<file path="config.mk">
export PLATFORM = sky130hd
export DESIGN_NAME = calendar_clock_with_leap_year_top
export DESIGN_NICKNAME = d
export VERILOG_FILES = /design/src/rtl/rtc_pkg.sv /design/src/rtl/rtc_in_reg.sv /design/src/rtl/rtc_core.sv /design/src/rtl/rtc_out_reg.sv /design/src/rtl/calendar_clock_with_leap_year_top.sv
export SDC_FILE = /design/constraint.sdc
export NUM_CORES = 1
export LEC_CHECK = 0
export BUFFER_PORTS_ARGS = -buffer_cell sky130_fd_sc_hd__buf_2
export CAP_MARGIN = 20
export CORE_MARGIN = 3
export CORE_UTILIZATION = 55
export CTS_CLUSTER_DIAMETER = 50
export DETAILED_ROUTE_END_ITERATION = 10
export MAX_ROUTING_LAYER = met4
export PLACE_DENSITY = 0.73
export SYNTH_ARGS = -nofsm -noshare
export SYNTH_HDL_FRONTEND = slang
export SYNTH_SLANG_ARGS = --single-unit
</file>
<file path="constraint.sdc">
create_clock -name i_clk -period 10.3 [get_ports i_clk]
set_input_delay 0.515 -clock i_clk [delete_from_list [all_inputs] [get_ports i_clk]]
set_output_delay 0.515 -clock i_clk [all_outputs]
set_load 0.01 [all_outputs]
</file>
<file path="src/rtl/rtc_pkg.sv">
// Shared types, constants and calendar helpers for the real-time clock calendar.
package rtc_pkg;

    localparam int YEAR_W   = 14;
    localparam int MONTH_W  = 4;
    localparam int DAY_W    = 5;
    localparam int HOUR_W   = 5;
    localparam int MINUTE_W = 6;
    localparam int SECOND_W = 6;
    localparam int ACTION_W = 2;

    // Action codes carried on the slave-side tuser.
    localparam logic [ACTION_W-1:0] ACT_TICK      = 2'd0;
    localparam logic [ACTION_W-1:0] ACT_LOAD_DATE = 2'd1;
    localparam logic [ACTION_W-1:0] ACT_LOAD_TIME = 2'd2;

    localparam logic [YEAR_W-1:0]   YEAR_MAX      = 14'd9999;
    localparam logic [YEAR_W-1:0]   YEAR_MIN      = 14'd1;
    localparam logic [MONTH_W-1:0]  MONTH_LAST    = 4'd12;
    localparam logic [HOUR_W-1:0]   HOUR_LAST     = 5'd23;
    localparam logic [HOUR_W-1:0]   HOUR_NOON     = 5'd12;
    localparam logic [HOUR_W-1:0]   HOUR_MIDNIGHT = 5'd0;
    localparam logic [MINUTE_W-1:0] MINUTE_LAST   = 6'd59;
    localparam logic [SECOND_W-1:0] SECOND_LAST   = 6'd59;

    localparam logic [YEAR_W-1:0]   RST_YEAR      = 14'd2016;
    localparam logic [MONTH_W-1:0]  RST_MONTH     = 4'd2;
    localparam logic [DAY_W-1:0]    RST_DAY       = 5'd29;
    localparam logic [HOUR_W-1:0]   RST_HOUR      = 5'd0;
    localparam logic [MINUTE_W-1:0] RST_MINUTE    = 6'd59;
    localparam logic [SECOND_W-1:0] RST_SECOND    = 6'd55;

    // floor(y / 100) == (y * 5243) >> 19 for every 14-bit y.
    localparam int          RECIP_W     = 13;
    localparam int          RECIP_SHIFT = 19;
    localparam int          PROD_W      = YEAR_W + RECIP_W;
    localparam int          CENT_W      = 8;
    localparam logic [RECIP_W-1:0] RECIP_100 = 13'd5243;

    typedef struct packed {
        logic [ACTION_W-1:0] action;
        logic [DAY_W-1:0]    day;
        logic [MONTH_W-1:0]  month;
        logic [YEAR_W-1:0]   year;
        logic [HOUR_W-1:0]   hour;
        logic [MINUTE_W-1:0] minute;
        logic [SECOND_W-1:0] second;
    } t_req;

    typedef struct packed {
        logic                ok;
        logic [YEAR_W-1:0]   year;
        logic [MONTH_W-1:0]  month;
        logic [DAY_W-1:0]    day;
        logic [HOUR_W-1:0]   hour;
        logic [HOUR_W-1:0]   shown_hour;
        logic                is_pm;
        logic [MINUTE_W-1:0] minute;
        logic [SECOND_W-1:0] second;
    } t_rsp;

    // Gregorian leap rule; the century test uses a reciprocal multiply.
    function automatic logic f_is_leap(input logic [YEAR_W-1:0] y);
        logic [PROD_W-1:0] prod;
        logic [CENT_W-1:0] cent;
        logic [YEAR_W-1:0] cent_x100;
        logic              div100;
        prod      = PROD_W'(y) * PROD_W'(RECIP_100);
        cent      = prod[PROD_W-1:RECIP_SHIFT];
        cent_x100 = YEAR_W'({cent, 6'b0}) + YEAR_W'({cent, 5'b0}) + YEAR_W'({cent, 2'b0});
        div100    = (cent_x100 == y);
        return div100 ? (cent[1:0] == 2'b00) : (y[1:0] == 2'b00);
    endfunction

    // Length of a month; codes outside 1..12 give zero.
    function automatic logic [DAY_W-1:0] f_days_in(input logic [MONTH_W-1:0] m,
                                                   input logic              leap);
        logic [DAY_W-1:0] len;
        case (m)
            4'd1, 4'd3, 4'd5, 4'd7, 4'd8, 4'd10, 4'd12: len = 5'd31;
            4'd4, 4'd6, 4'd9, 4'd11:                    len = 5'd30;
            4'd2:                                       len = leap ? 5'd29 : 5'd28;
            default:                                    len = 5'd0;
        endcase
        return len;
    endfunction

endpackage

</file>
<file path="src/rtl/rtc_in_reg.sv">
// Input register stage: holds one accepted request until the core consumes it.
module rtc_in_reg (
    input  logic          i_clk,
    input  logic          i_rst_n,
    input  logic          i_valid,
    output logic          o_ready,
    input  rtc_pkg::t_req i_req,
    input  logic          i_take,
    output logic          o_valid,
    output rtc_pkg::t_req o_req
);
    import rtc_pkg::*;

    logic r_vld;
    t_req r_req;

    assign o_ready = !r_vld || i_take;
    assign o_valid = r_vld;
    assign o_req   = r_req;

    always_ff @(posedge i_clk) begin
        if (!i_rst_n) begin
            r_vld <= 1'b0;
        end else if (o_ready) begin
            r_vld <= i_valid;
        end
    end

    always_ff @(posedge i_clk) begin
        if (o_ready && i_valid) begin
            r_req <= i_req;
        end
    end

endmodule

</file>
<file path="src/rtl/rtc_core.sv">
// Clock and calendar state with tick rollover, load checks and hour formatting.
module rtc_core (
    input  logic          i_clk,
    input  logic          i_rst_n,
    input  logic          i_step,
    input  rtc_pkg::t_req i_req,
    input  logic          i_civil_mode,
    output rtc_pkg::t_rsp o_rsp
);
    import rtc_pkg::*;

    logic [YEAR_W-1:0]   r_year,   n_year;
    logic [MONTH_W-1:0]  r_month,  n_month;
    logic [DAY_W-1:0]    r_day,    n_day;
    logic [HOUR_W-1:0]   r_hour,   n_hour;
    logic [MINUTE_W-1:0] r_minute, n_minute;
    logic [SECOND_W-1:0] r_second, n_second;

    logic             leap_now;
    logic [DAY_W-1:0] dim_now;
    logic             leap_load;
    logic [DAY_W-1:0] dim_load;
    logic             sec_wrap, min_wrap, hour_wrap, day_wrap, month_wrap;
    logic             date_ok, time_ok;
    logic             ok;

    assign leap_now  = f_is_leap(r_year);
    assign dim_now   = f_days_in(r_month, leap_now);
    assign leap_load = f_is_leap(i_req.year);
    assign dim_load  = f_days_in(i_req.month, leap_load);

    // Carry chain of a one-second tick.
    assign sec_wrap   = (r_second >= SECOND_LAST);
    assign min_wrap   = sec_wrap  && (r_minute >= MINUTE_LAST);
    assign hour_wrap  = min_wrap  && (r_hour >= HOUR_LAST);
    assign day_wrap   = hour_wrap && (r_day >= dim_now);
    assign month_wrap = day_wrap  && (r_month >= MONTH_LAST);

    assign date_ok = (i_req.month != '0) && (i_req.month <= MONTH_LAST)
                  && (i_req.year >= YEAR_MIN) && (i_req.year <= YEAR_MAX)
                  && (i_req.day != '0) && (i_req.day <= dim_load);
    assign time_ok = (i_req.hour <= HOUR_LAST) && (i_req.minute <= MINUTE_LAST)
                  && (i_req.second <= SECOND_LAST);

    always_comb begin
        n_year   = r_year;
        n_month  = r_month;
        n_day    = r_day;
        n_hour   = r_hour;
        n_minute = r_minute;
        n_second = r_second;
        ok       = 1'b0;
        unique case (i_req.action)
            ACT_TICK: begin
                ok       = 1'b1;
                n_second = sec_wrap ? '0 : r_second + 1'b1;
                if (sec_wrap) begin
                    n_minute = min_wrap ? '0 : r_minute + 1'b1;
                end
                if (min_wrap) begin
                    n_hour = hour_wrap ? '0 : r_hour + 1'b1;
                end
                if (hour_wrap) begin
                    n_day = day_wrap ? DAY_W'(1) : r_day + 1'b1;
                end
                if (day_wrap) begin
                    n_month = month_wrap ? MONTH_W'(1) : r_month + 1'b1;
                end
                if (month_wrap) begin
                    n_year = (r_year >= YEAR_MAX) ? YEAR_MIN : r_year + 1'b1;
                end
            end
            ACT_LOAD_DATE: begin
                ok = date_ok;
                if (date_ok) begin
                    n_year  = i_req.year;
                    n_month = i_req.month;
                    n_day   = i_req.day;
                end
            end
            ACT_LOAD_TIME: begin
                ok = time_ok;
                if (time_ok) begin
                    n_hour   = i_req.hour;
                    n_minute = i_req.minute;
                    n_second = i_req.second;
                end
            end
            default: begin
                ok = 1'b0;
            end
        endcase
    end

    always_comb begin
        o_rsp.ok     = ok;
        o_rsp.year   = n_year;
        o_rsp.month  = n_month;
        o_rsp.day    = n_day;
        o_rsp.hour   = n_hour;
        o_rsp.minute = n_minute;
        o_rsp.second = n_second;
        o_rsp.is_pm  = (n_hour >= HOUR_NOON);
        if (!i_civil_mode) begin
            o_rsp.shown_hour = n_hour;
        end else if (n_hour == HOUR_MIDNIGHT) begin
            o_rsp.shown_hour = HOUR_NOON;
        end else if (n_hour > HOUR_NOON) begin
            o_rsp.shown_hour = n_hour - HOUR_NOON;
        end else begin
            o_rsp.shown_hour = n_hour;
        end
    end

    always_ff @(posedge i_clk) begin
        if (!i_rst_n) begin
            r_year   <= RST_YEAR;
            r_month  <= RST_MONTH;
            r_day    <= RST_DAY;
            r_hour   <= RST_HOUR;
            r_minute <= RST_MINUTE;
            r_second <= RST_SECOND;
        end else if (i_step) begin
            r_year   <= n_year;
            r_month  <= n_month;
            r_day    <= n_day;
            r_hour   <= n_hour;
            r_minute <= n_minute;
            r_second <= n_second;
        end
    end

    // The stored time and date always form a legal calendar moment.
    a_state_legal: assert property (@(posedge i_clk) disable iff (!i_rst_n)
        (r_month != '0) && (r_month <= MONTH_LAST) && (r_day != '0)
        && (r_day <= dim_now) && (r_year != '0) && (r_year <= YEAR_MAX)
        && (r_hour <= HOUR_LAST) && (r_minute <= MINUTE_LAST)
        && (r_second <= SECOND_LAST))
        else $error("calendar state out of range");

    // A refused request leaves the clock untouched.
    a_reject_holds: assert property (@(posedge i_clk) disable iff (!i_rst_n)
        i_step && !ok |=> $stable({r_year, r_month, r_day, r_hour, r_minute, r_second}))
        else $error("rejected request changed state");

    // A tick inside a minute only advances the seconds.
    a_tick_second: assert property (@(posedge i_clk) disable iff (!i_rst_n)
        i_step && (i_req.action == ACT_TICK) && !sec_wrap
        |=> (r_second == $past(r_second) + 1'b1) && (r_minute == $past(r_minute)))
        else $error("tick did not advance seconds");

    // Every tick is accepted.
    a_tick_ok: assert property (@(posedge i_clk) disable iff (!i_rst_n)
        i_step && (i_req.action == ACT_TICK) |-> ok)
        else $error("tick not flagged ok");

endmodule

</file>
<file path="src/rtl/rtc_out_reg.sv">
// Result register stage: holds one result until the downstream side takes it.
module rtc_out_reg (
    input  logic          i_clk,
    input  logic          i_rst_n,
    input  logic          i_load,
    input  rtc_pkg::t_rsp i_rsp,
    output logic          o_free,
    output logic          o_valid,
    input  logic          i_ready,
    output rtc_pkg::t_rsp o_rsp
);
    import rtc_pkg::*;

    logic r_vld;
    t_rsp r_rsp;

    assign o_free  = !r_vld || i_ready;
    assign o_valid = r_vld;
    assign o_rsp   = r_rsp;

    always_ff @(posedge i_clk) begin
        if (!i_rst_n) begin
            r_vld <= 1'b0;
        end else if (o_free) begin
            r_vld <= i_load;
        end
    end

    always_ff @(posedge i_clk) begin
        if (i_load) begin
            r_rsp <= i_rsp;
        end
    end

endmodule

</file>
<file path="src/rtl/calendar_clock_with_leap_year_top.sv">
// Top level of the real-time clock with Gregorian calendar and stream ports.
//
// Real-time clock and Gregorian calendar. Each request on the slave stream is a
// one-second tick, a date load or a time load (selected by s_axis_tuser); each
// request returns exactly one result on the master stream carrying the time and
// date after the request, an ok flag, and the hour as displayed. A request is
// taken every clock: it is held in the input register, and the calendar logic
// updates the state as it moves into the result register. The throughput is one
// request per cycle, limited only by downstream
// backpressure on m_axis_tready. Loads that fail their range check (month 1-12,
// year 1-9999, day within the month using the leap rule of the loaded year;
// time up to 23:59:59) change nothing and return ok = 0, as does action code 3.
// The year wraps from 9999 to 1. The display mode register (i_cfg_we,
// i_cfg_wdata) selects 12-hour display when 1 (its reset value) and 24-hour when
// 0; write it only while no request is in flight. Reset is synchronous, active
// low, and loads 2016-02-29 00:59:55.
module calendar_clock_with_leap_year_top (
    input  logic        i_clk,
    input  logic        i_rst_n,
    // Display mode register write port.
    input  logic        i_cfg_we,
    input  logic        i_cfg_wdata,
    // Request stream.
    input  logic        s_axis_tvalid,
    output logic        s_axis_tready,
    // tdata, low bit up: in_day[4:0], in_month[8:5], in_year[22:9],
    // in_hour[27:23], in_minute[33:28], in_second[39:34]
    input  logic [39:0] s_axis_tdata,
    // tuser: action[1:0] (0 tick, 1 load date, 2 load time)
    input  logic [1:0]  s_axis_tuser,
    // Result stream.
    output logic        m_axis_tvalid,
    input  logic        m_axis_tready,
    // tdata, low bit up: year_now[13:0], month_now[17:14], day_now[22:18],
    // hour_now[27:23], shown_hour[32:28], is_pm[33], minute_now[39:34],
    // second_now[45:40], zero pad [47:46]
    output logic [47:0] m_axis_tdata,
    // tuser: ok[0]
    output logic        m_axis_tuser
);
    import rtc_pkg::*;

    logic r_civil_mode;
    t_req in_req;
    t_req held_req;
    logic held_vld;
    logic out_free;
    logic step;
    t_rsp core_rsp;
    t_rsp out_rsp;

    // Unpack the request fields from the bus.
    always_comb begin
        in_req.action = s_axis_tuser;
        in_req.day    = s_axis_tdata[4:0];
        in_req.month  = s_axis_tdata[8:5];
        in_req.year   = s_axis_tdata[22:9];
        in_req.hour   = s_axis_tdata[27:23];
        in_req.minute = s_axis_tdata[33:28];
        in_req.second = s_axis_tdata[39:34];
    end

    // Hold the display mode; the user must write it only while idle, which the block does not enforce.
    always_ff @(posedge i_clk) begin
        if (!i_rst_n) begin
            r_civil_mode <= 1'b1;
        end else if (i_cfg_we) begin
            r_civil_mode <= i_cfg_wdata;
        end
    end

    // Advance the calendar whenever the held request can move into the result slot.
    assign step = held_vld && out_free;

    rtc_in_reg u_in_reg (
        .i_clk   (i_clk),
        .i_rst_n (i_rst_n),
        .i_valid (s_axis_tvalid),
        .o_ready (s_axis_tready),
        .i_req   (in_req),
        .i_take  (step),
        .o_valid (held_vld),
        .o_req   (held_req)
    );

    rtc_core u_core (
        .i_clk        (i_clk),
        .i_rst_n      (i_rst_n),
        .i_step       (step),
        .i_req        (held_req),
        .i_civil_mode (r_civil_mode),
        .o_rsp        (core_rsp)
    );

    rtc_out_reg u_out_reg (
        .i_clk   (i_clk),
        .i_rst_n (i_rst_n),
        .i_load  (step),
        .i_rsp   (core_rsp),
        .o_free  (out_free),
        .o_valid (m_axis_tvalid),
        .i_ready (m_axis_tready),
        .o_rsp   (out_rsp)
    );

    // Pack the result onto the bus.
    assign m_axis_tuser = out_rsp.ok;
    assign m_axis_tdata = {2'b00, out_rsp.second, out_rsp.minute, out_rsp.is_pm,
                           out_rsp.shown_hour, out_rsp.hour, out_rsp.day,
                           out_rsp.month, out_rsp.year};

    // A stalled request port means the input register is full.
    a_ready_full: assert property (@(posedge i_clk) disable iff (!i_rst_n)
        !s_axis_tready |-> held_vld && m_axis_tvalid)
        else $error("request port stalled with room to spare");

    // Every step fills the result slot on the next edge.
    a_step_fills: assert property (@(posedge i_clk) disable iff (!i_rst_n)
        step |=> m_axis_tvalid)
        else $error("step did not produce a result");

    // In 24-hour display the shown hour is the hour itself.
    a_shown_24h: assert property (@(posedge i_clk) disable iff (!i_rst_n)
        m_axis_tvalid && !r_civil_mode |-> m_axis_tdata[32:28] == m_axis_tdata[27:23]
        || $past(r_civil_mode))
        else $error("24-hour display differs from hour");

endmodule
</file>
After elaboration in Yosys (flattened, before gate mapping). Index checks and enable logic that the tools add are counted. W data, S select, Z words.

Eq/ne operators: 28. Add/subtract/negate cells: 11. Div/mod/pow operators: 0. Bitwise operators: 0. Shifts and indexed selects: 0. Muxes and demuxes: 33. Reduce and logical (&&, ||, !) cells: 29. Magnitude comparators: 15. $mul: 2.

Operators with widths (number): $mul A14 B13 Y27 const B (2); $mux W5 (9); $mux W14 (3); $eq A4 B4 Y1 const B (10); $eq A4 B3 Y1 const B (8); $mux W6 (5); $pmux W5 S3 (2); $add A14 B10 Y14 (2); $add A14 B13 Y14 (2); $eq A14 B14 Y1 (2); $pmux W14 S2 (1); $pmux W6 S2 (2); $pmux W5 S2 (2); $eq A4 B2 Y1 const B (4); $add A14 B1 Y14 const B (1); $ge A14 B1 Y1 const B (1); $ge A14 B14 Y1 const B (1); $le A14 B14 Y1 const B (1); $reduce_or A7 Y1 (2); $logic_and A1 B1 Y1 (13); $add A6 B1 Y6 const B (2); $ge A6 B6 Y1 const B (2); $le A6 B6 Y1 const B (2); $mux W4 (3); other kinds (24) (36).

Output and inout port bits: 51. RAM bits: 0. Memory bits (read-only): 0. Memories: 0. Bits of input ports: 48. Flip-flop bits (word level): 132. Latch bits: 0. Logic and storage cells: 143.

Longest topological paths before layout. Gate-level depths: netlist of run 1.

Depth in word-level cells: 13. Gate-level depth with buffers: 40. Depth with buffers taken out: 39.

By module. From an unflattened synthesis of run 1, not the netlist that was laid out.

Cells, all modules: 1497. Area, all modules: 14846.7 µm².

By module, submodules not included: rtc_core (instances 1, area each 12009.0 µm², seq. area each 800.8 µm², cells each 1392); rtc_out_reg (instances 1, area each 1460.2 µm², seq. area each 1431.4 µm², cells each 51); rtc_in_reg (instances 1, area each 1318.8 µm², seq. area each 1281.2 µm², cells each 47); calendar_clock_with_leap_year_top (instances 1, area each 58.8 µm², seq. area each 20.0 µm², cells each 7).

Worst setup path before layout of run 1. No wires, ideal clock.

Path kind: register -> register. Start point: register u_core.r_year[11]. End point: register u_out_reg.r_rsp (netlist bit u_out_reg.o_rsp[28]) (data pin). Period minus slack after synthesis: 8.987 ns. Library setup time: 0.256 ns. Path buffers: 1. Arrival time: 8.730 ns. Setup slack: 1.313 ns. Cell stages (with the launch flop): 37. Data required time: 10.044 ns. Cells stage by stage: dfxtp_1 -> fa_1 -> ha_1 -> inv_1 -> fa_1 -> inv_1 -> fa_1 -> inv_1 -> fa_1 -> inv_1 -> ha_1 -> a21o_1 -> a21oi_1 -> a311oi_1 -> a311oi_2 -> o21ai_1 -> or2_1 -> xor2_1 -> inv_1 -> fa_1 -> fa_1 -> xnor2_1 -> or4_1 -> nor4_1 -> nand4_1 -> nor3_1 -> a31oi_1 -> ha_1 -> nand2b_1 -> a21o_1 -> a21oi_1 -> o21a_1 -> clkbuf_1 -> o21ai_0 -> o21ai_0 -> o21ai_0 -> o22a_1.

RTL lines: start, declared (line rtc_core.sv:12) `logic [YEAR_W-1:0] r_year, n_year;`; start signal, assigned (line rtc_core.sv:124) `r_year <= n_year;`; end signal, assigned (line rtc_out_reg.sv:31) `r_rsp <= i_rsp;`; end, declared (line rtc_out_reg.sv:15) `t_rsp r_rsp;`.

Worst setup path after layout of run 1.
Start point: register u_in_reg.r_req (netlist bit u_in_reg.o_req[24]). End point: register u_core.r_year[11].

Word-level cells in the longest chain between the ends: 11. Elaborated cells between the ends (all ways): 17. Classes of those cells: add/sub: 2; mul: 1; order compare: 3; eq/ne: 1; mux: 5; reduce/logical: 5.

RTL lines: start, declared (line rtc_in_reg.sv:15) `t_req r_req;`; start signal, assigned (line rtc_in_reg.sv:31) `r_req <= i_req;`; $mul A14 B13 Y27 (line rtc_pkg.sv:68) `prod = PROD_W'(y) * PROD_W'(RECIP_100);`; $add A14 B13 Y14 (line rtc_pkg.sv:70) `cent_x100 = YEAR_W'({cent, 6'b0}) + YEAR_W'({cent, 5'b0}) + YEAR_W'({cent, 2'b0});`; $add A14 B10 Y14 (line rtc_pkg.sv:70); $eq A14 B14 Y1 (line rtc_pkg.sv:71) `div100 = (cent_x100 == y);`; $mux W1 (line rtc_pkg.sv:72) `return div100 ? (cent[1:0] == 2'b00) : (y[1:0] == 2'b00);`; $mux W1 (line rtc_pkg.sv:82) `4'd2: len = leap ? 5'd29 : 5'd28;`; $pmux W5 S3 (line rtc_pkg.sv:79) `case (m)`; $le A5 B5 Y1 (line rtc_core.sv:41) `&& (i_req.day != '0) && (i_req.day <= dim_load);`; $logic_and A1 B1 Y1 * (line rtc_core.sv:41); $mux W14 * (line rtc_core.sv:75) `if (date_ok) begin`; $pmux W14 S2 * (line rtc_core.sv:53) `unique case (i_req.action)`.

Mark *: on every way between the ends. The rest lies on a longest branch, timed or not. A chain may end at the register's enable or synchronous reset.

==> impl_metrics.yaml, run 1 <==
pwr:
  irDropWorstVdd_uv: 328
  p_per_area_nw_per_um2: 260
  leakagePower_nw: 8.06
sta:
  finalSetupTns_ns: 0
  worst_slew_pin_slew_ns: 1.06
  min_period_ns: 9.73
  slew_headroom: 0.292
  hold_viol_final: 0
  clock_skew_ns: 0.0189
  fmax_ghz: 0.103
  fin_crit_sh: 0.945
  report.final.slew_viol_count: 0
  setup_viol: 0
  rsz0062_at_grt: "false"
worst_setup_path:
  slowest_stage: "edfxtp_1"
  required_ns: 10.64
  crit_buf_inv: 7
  cp_top_family: "compound AO/OA/AOI/OAI gates"
  crit_path_start_kind: "flip-flop"
  arrival_ns: 10.07
  path_class: "reg -> reg"
  max_stage_delay_ns: 0.75
  crit_path_end_kind: "flip-flop"
  crit_path_frequent_cell: "inv_1"
  cp_max_fo: 9
cts:
  cts_max_level: 4
  cts_num_sinks: 132
  cts_hold_buf: 0
  clk_path_buf_depth: 2
  clock_latency_ns: 0.43
  cts_tree: "yes"
  cts.clk_slew.worst_paths_ns: 0.07
  root_buffer: "clkbuf_16"
  cts_buffers: 17
grt:
  grt_usage: 0.272
  antenna_found_initial: 0
  grt_pass1_wl_um: 61300
  gr-total-overflow: 0
  grt_max_degree: 49
  grt_pass1_vias: 11700
synth:
  ys_async_sr_fraction: 0
  synth_fa_ha_area_frac: 0.402
  syn_area_per_cell_um2: 9.77
  synthSimpleGateAreaFrac: 0.0972
  ys_types: 88
  synth.most_common_cell: "inv_1"
  synth_xor_area_frac: 0.0323
  ys_warn_count: 0
  syn_inst: 1542
  ys_seq_area_frac: 0.234
  synthesis.area_um2: 15100
  synth_compound_area_frac: 0.137
  synth_top_area_frac: 0.222
  synth-edff-count: 89
  synth-seq-cells: 132
  synth_ff_type: "edfxtp_1"
  synth_largest_area_cell: "ha_1"
  synthMuxAreaShare: 0.0101
  netlist_top_cells_area: "ha_1, fa_1, edfxtp_1"
  synth_top_family_by_area: "adder cells"
  synth_common_cells: "inv_1, ha_1, fa_1"
placed_design:
  gp_congestion: 0.969
  dpl.hpwl_um: 30300
  dpl_cell_area_um2: 16000
  place.port_buffers: 96
floorplan:
  die_w_um: 172
  io_pins: 99
  start_util: 0.569
  core-area_um2: 26500
  core.rowCount: 59
  dieHeight_um: 172
  fp.dieArea_um2: 29400
detailed_routing:
  antenna_left: 0
  vias: 11700
  drt-vias-per-instance: 5.84
  dr.pass1.iters: 6
  wire_per_inst_um: 19.0
  drt_iter0_markers: 1213
  drcViolationCount: 0
  routed_wl_um: 37900
finish:
  n_fill_cell: 2191
  multi_input_comb_area_um2: 10200
  diodes: 0
  seq_area_um2: 3540
  postLayoutCellArea_um2: 16600
  area_growth_pct: 10.1
  drive_above_1_share: 0.116
  final_nets: 2100
job:
  cap_violations: 0
hold_path:
  min_path_type: "in -> reg"
status:
  status: "completed"
metrics by stage:
step | utilization | worst slack [ns] | hold WS [ns] | total power, mW | std cells
floorplan | - | 1.31 | 0.487 | 3.03 | 1543
global placement | 0.604 | 0.701 | 0.507 | 3.58 | 1962
detailed placement | 0.604 | 0.346 | 0.505 | 3.69 | 1962
CTS | 0.625 | 0.314 | 0.244 | 4.30 | 1994
global route | 0.626 | 0.00481 | 0.246 | 4.78 | 1997
finish | 0.626 | 0.568 | 0.255 | 4.32 | 1997
where the power goes:
part	internal, mW	total, mW	leakage, nW	switching, mW
logic	1.37	3.09	6.60	1.72
clock network	0.319	0.587	0.271	0.268
registers	0.602	0.641	1.20	0.0384
total	2.29	4.32	8.06	2.03
what timing repair did:
action / in CTS / in global routing
resized for setup: 0 / 9
setup endpoints to repair: 0 / 39
setup buffers: 0 / 3
registers in the layout, summed over array words and instances (netlist names):
signal,count
u_core.r_minute,6
u_core.r_hour,5
u_in_reg.o_valid,1
u_in_reg.o_req,42
u_core.r_year,14
u_out_reg.o_rsp,47
u_core.r_month,4
u_core.r_second,6
r_civil_mode,1
u_out_reg.o_valid,1
u_core.r_day,5
cells by family (layout without fill, tap and decap cells):
kind of cell | count (synthesis) | after routing
DFF | 132 | 132
muxes | 15 | 15
and+or+nand+nor | 292 | 292
xor gates and xnor gates | 54 | 54
AOI/OAI and AO/OA | 308 | 308
buffers and inverters | 337 | 456
adders and majority gates | 403 | 403
other | 1 | 2
final cells by class:
| type | count | share of cell area |
|---|---|---|
| Clock buffer | 17 | 0.0256 |
| Clock inverter | 15 | 0.00822 |
| Inverter | 296 | 0.0670 |
| Multi-Input combinational cell | 1074 | 0.617 |
| Sequential cell | 132 | 0.214 |
| Tap cell | 335 | 0.0253 |
| Timing Repair Buffer | 128 | 0.0434 |
cell usage in the layout (no fill, tap or decap), types with 7 or more instances in the layout:
master     instances
a31oi_1           17
o21ai_0           78
clkbuf_16         17
xor2_1            16
a21o_1            11
o221ai_1           8
nor4_1             7
inv_1            293
ha_1             267
nor2b_1            7
a211oi_1          10
a21oi_1           64
and3_1             9
nand2_1           83
o22ai_1            7
dfxtp_1           36
mux2i_1           13
nor3_1            20
o211ai_1          11
nand4_1           26
nand2b_1           8
nor2_1            65
xnor2_1           37
edfxtp_1          89
buf_2             96
fa_1             136
o21ai_1            7
o21a_1            15
buf_4             32
nand3_1           37
metal layers:
layer,wire [um],track usage,up-vias
met4,898,0.0710,0
met1,16600,0.371,5614
met2,18200,0.433,453
li1,-,-,5526
met3,2200,0.0352,73
met5,0,-,-
worst paths after layout:
| kind | start | to | slack (ns) | cells past startpoint |
|---|---|---|---|---|
| setup reg to reg | u_in_reg.o_req[24] | u_core.r_year[11] | 0.57 | 39 |
| hold / removal | s_axis_tdata[8] | u_in_reg.o_req[34] | 0.26 | 1 |
| setup / recovery | u_in_reg.o_req[24] | u_core.r_year[11] | 0.57 | 39 |
| hold reg to reg | u_in_reg.o_valid | u_out_reg.o_valid | 0.51 | 2 |
(Power assumes the default switching activity.)
==> run 2, diff against run 1 <==
--- a/config.mk
+++ b/config.mk
@@ -9,6 +9,7 @@
 export CAP_MARGIN = 20
 export CORE_MARGIN = 3
 export CORE_UTILIZATION = 55
+export CTS_BUF_LIST = sky130_fd_sc_hd__clkbuf_2 sky130_fd_sc_hd__clkbuf_4 sky130_fd_sc_hd__clkbuf_8
 export CTS_CLUSTER_DIAMETER = 50
 export DETAILED_ROUTE_END_ITERATION = 10
 export MAX_ROUTING_LAYER = met4
==> run 2 against run 1 <==
Count of clock-buffer cells in the layout stayed put. Sequential cell count stayed put. Largest power group unchanged. Critical path depth is 2 lower. Sequential power hardly changed. Register-to-register slack better by 0.02 ns. Routed wire length is 0.71% lower. Clock skew is 0.00064 ns lower.
==> impl_metrics.yaml, run 2 (same netlist as run 1, synthesis figures left out) <==
status:
  status: "completed"
sta:
  fmax_ghz: 0.103
  worst_slew_pin_slew_ns: 1.07
  finalSetupTns_ns: 0
  report.final.slew_viol_count: 0
  clock_skew_ns: 0.0182
  hold_viol_final: 0
  slew_headroom: 0.287
  setup_viol: 0
  worst_hold_slack_ns: 0.228
  fin_crit_sh: 0.943
  min_period_ns: 9.72
worst_setup_path:
  cp_max_fo: 7
  crit_path_start_kind: "flip-flop"
  crit_path_end_kind: "flip-flop"
  rr_worst_depth: 37
  max_stage_delay_ns: 0.74
  arrival_ns: 9.92
  slowest_stage: "edfxtp_1"
  path_class: "reg -> reg"
  r2r-end: "u_out_reg.o_rsp[28]"
  ff2ff_setup_slack_ns: 0.58
  worstReg2RegStart: "u_in_reg.o_req[24]"
  required_ns: 10.50
job:
  cap_violations: 0
grt:
  grt_usage: 0.269
  grt_pass1_wl_um: 60700
  gr-total-overflow: 0
  antenna_found_initial: 0
  grt_max_degree: 49
  grt_pass1_vias: 11500
cts:
  cts_buffers: 17
  cts_max_level: 4
  cts_hold_buf: 0
  clk_path_buf_depth: 2
  cts_num_sinks: 132
  cts.clk_slew.worst_paths_ns: 0.10
  clock_latency_ns: 0.46
  root_buffer: "clkbuf_8"
  cts_tree: "yes"
finish:
  n_fill_cell: 2226
  final_common_cell: "inv_1"
  drive_above_1_share: 0.116
  diodes: 0
  largest_reg_flops: 47
  area_growth_pct: 8.92
  final_cell_mix: "inv_1, ha_1, fa_1, buf_2, edfxtp_1"
  final_nets: 2101
pwr:
  leakagePower_nw: 7.98
  p_per_area_nw_per_um2: 254
  p_comb_frac: 0.743
  irDropWorstVdd_uv: 312
  clkPwrFrac: 0.103
  power_switching_mw: 2.01
  p_int_mw: 2.15
  p_seq_frac: 0.154
  p_sw_frac: 0.482
detailed_routing:
  drt_iter0_markers: 1277
  drcViolationCount: 0
  antenna_left: 0
  vias: 11600
  drt-vias-per-instance: 5.82
  routed_wl_um: 37600
  wire_per_inst_um: 18.8
  dr.pass1.iters: 6
floorplan:
  dieHeight_um: 172
  core-area_um2: 26500
  die_w_um: 172
  io_pins: 99
  core.rowCount: 59
  start_util: 0.569
  fp.dieArea_um2: 29400
hold_path:
  hp-start: "s_axis_tdata[9]"
  min_path_type: "in -> reg"
  worstHoldEndpoint: "u_in_reg.o_req[17]"
  hold_depth: 1
placed_design:
  gp_congestion: 0.969
  place.port_buffers: 96
  dpl.hpwl_um: 30300
==> run 2: changes by cell type in the layout (fill, tap and decap cells not counted), sizes merged <==
cell | before | now
buf | 128 | 129
==> run 2: power groups by stage <==
stage / clock (mW) / combinational (mW) / sequential [mW]
6_report: 0.428 / 3.09 / 0.640
5_1_grt: 0.457 / 3.53 / 0.644
4_1_cts: 0.437 / 3.08 / 0.639
3_5_place_dp: 0 / 3.04 / 0.651
3_3_place_gp: 0 / 2.93 / 0.650
2_1_floorplan: 0 / 2.38 / 0.644
==> run 2: layout make-up <==
cell class,count,area (um2),share of cell area
Multi-Input combinational cell,1074,10200,0.624
Sequential cell,132,3540,0.216
Inverter,296,1110,0.0678
Timing Repair Buffer,129,728,0.0444
Tap cell,335,419,0.0255
Clock buffer,17,234,0.0143
Clock inverter,15,136,0.00831
==> run 2: metrics by stage <==
step                 util  total power [mW]  setup slack, ns  cell area, um2  cells
finish              0.619              4.16            0.584           16400   1998
global route        0.619              4.63          -0.0292           16400   1998
CTS                 0.618              4.15            0.299           16400   1994
detailed placement  0.604              3.69            0.346           16000   1962
global placement    0.604              3.58            0.701           16000   1962
floorplan               -              3.03             1.31           15100   1543
==> run 2: metal layers <==
layer | vias up | share of wire | wire length (um) | GRT usage
met5 | - | 0 | 0 | -
met4 | 0 | 0.022 | 829 | 0.0654
met3 | 63 | 0.065 | 2460 | 0.0391
met2 | 433 | 0.48 | 17900 | 0.427
met1 | 5610 | 0.44 | 16400 | 0.369
li1 | 5524 | - | - | -
==> run 2: worst max path at each step <==
stage | from | end | slack [ns] | cells after the start
2_1_floorplan | u_core.r_year[11] | u_out_reg.o_rsp[28] | 1.31 | 36
3_3_place_gp | u_core.r_year[4] | u_out_reg.o_rsp[44] | 0.70 | 36
3_5_place_dp | u_core.r_year[4] | u_core.r_year[11] | 0.35 | 36
4_1_cts | u_core.r_year[4] | u_core.r_year[13] | 0.30 | 36
5_1_grt | u_core.r_year[9] | u_core.r_year[13] | -0.03 | 35
6_report | u_in_reg.o_req[24] | u_out_reg.o_rsp[28] | 0.58 | 37
==> run 2: repair_timing <==
item                                    CTS  global route
gates resized for setup                   0             9
endpoints found under the hold margin     0             0
setup buffers                             0             4
endpoints found under the setup margin    0            40
==> run 2: critical path: cells and delay by family, from the launching register on <==
kind / cells / cell delay [ns]
AO/OA/AOI/OAI: 15 / 3.47
XOR/XNOR: 2 / 0.23
adder cells (fa/ha/maj): 9 / 3.59
buffers and inverters: 5 / 0.50
flip-flops: 1 / 0.74
multiplexers: 1 / 0.14
AND/OR/NAND/NOR: 5 / 0.81
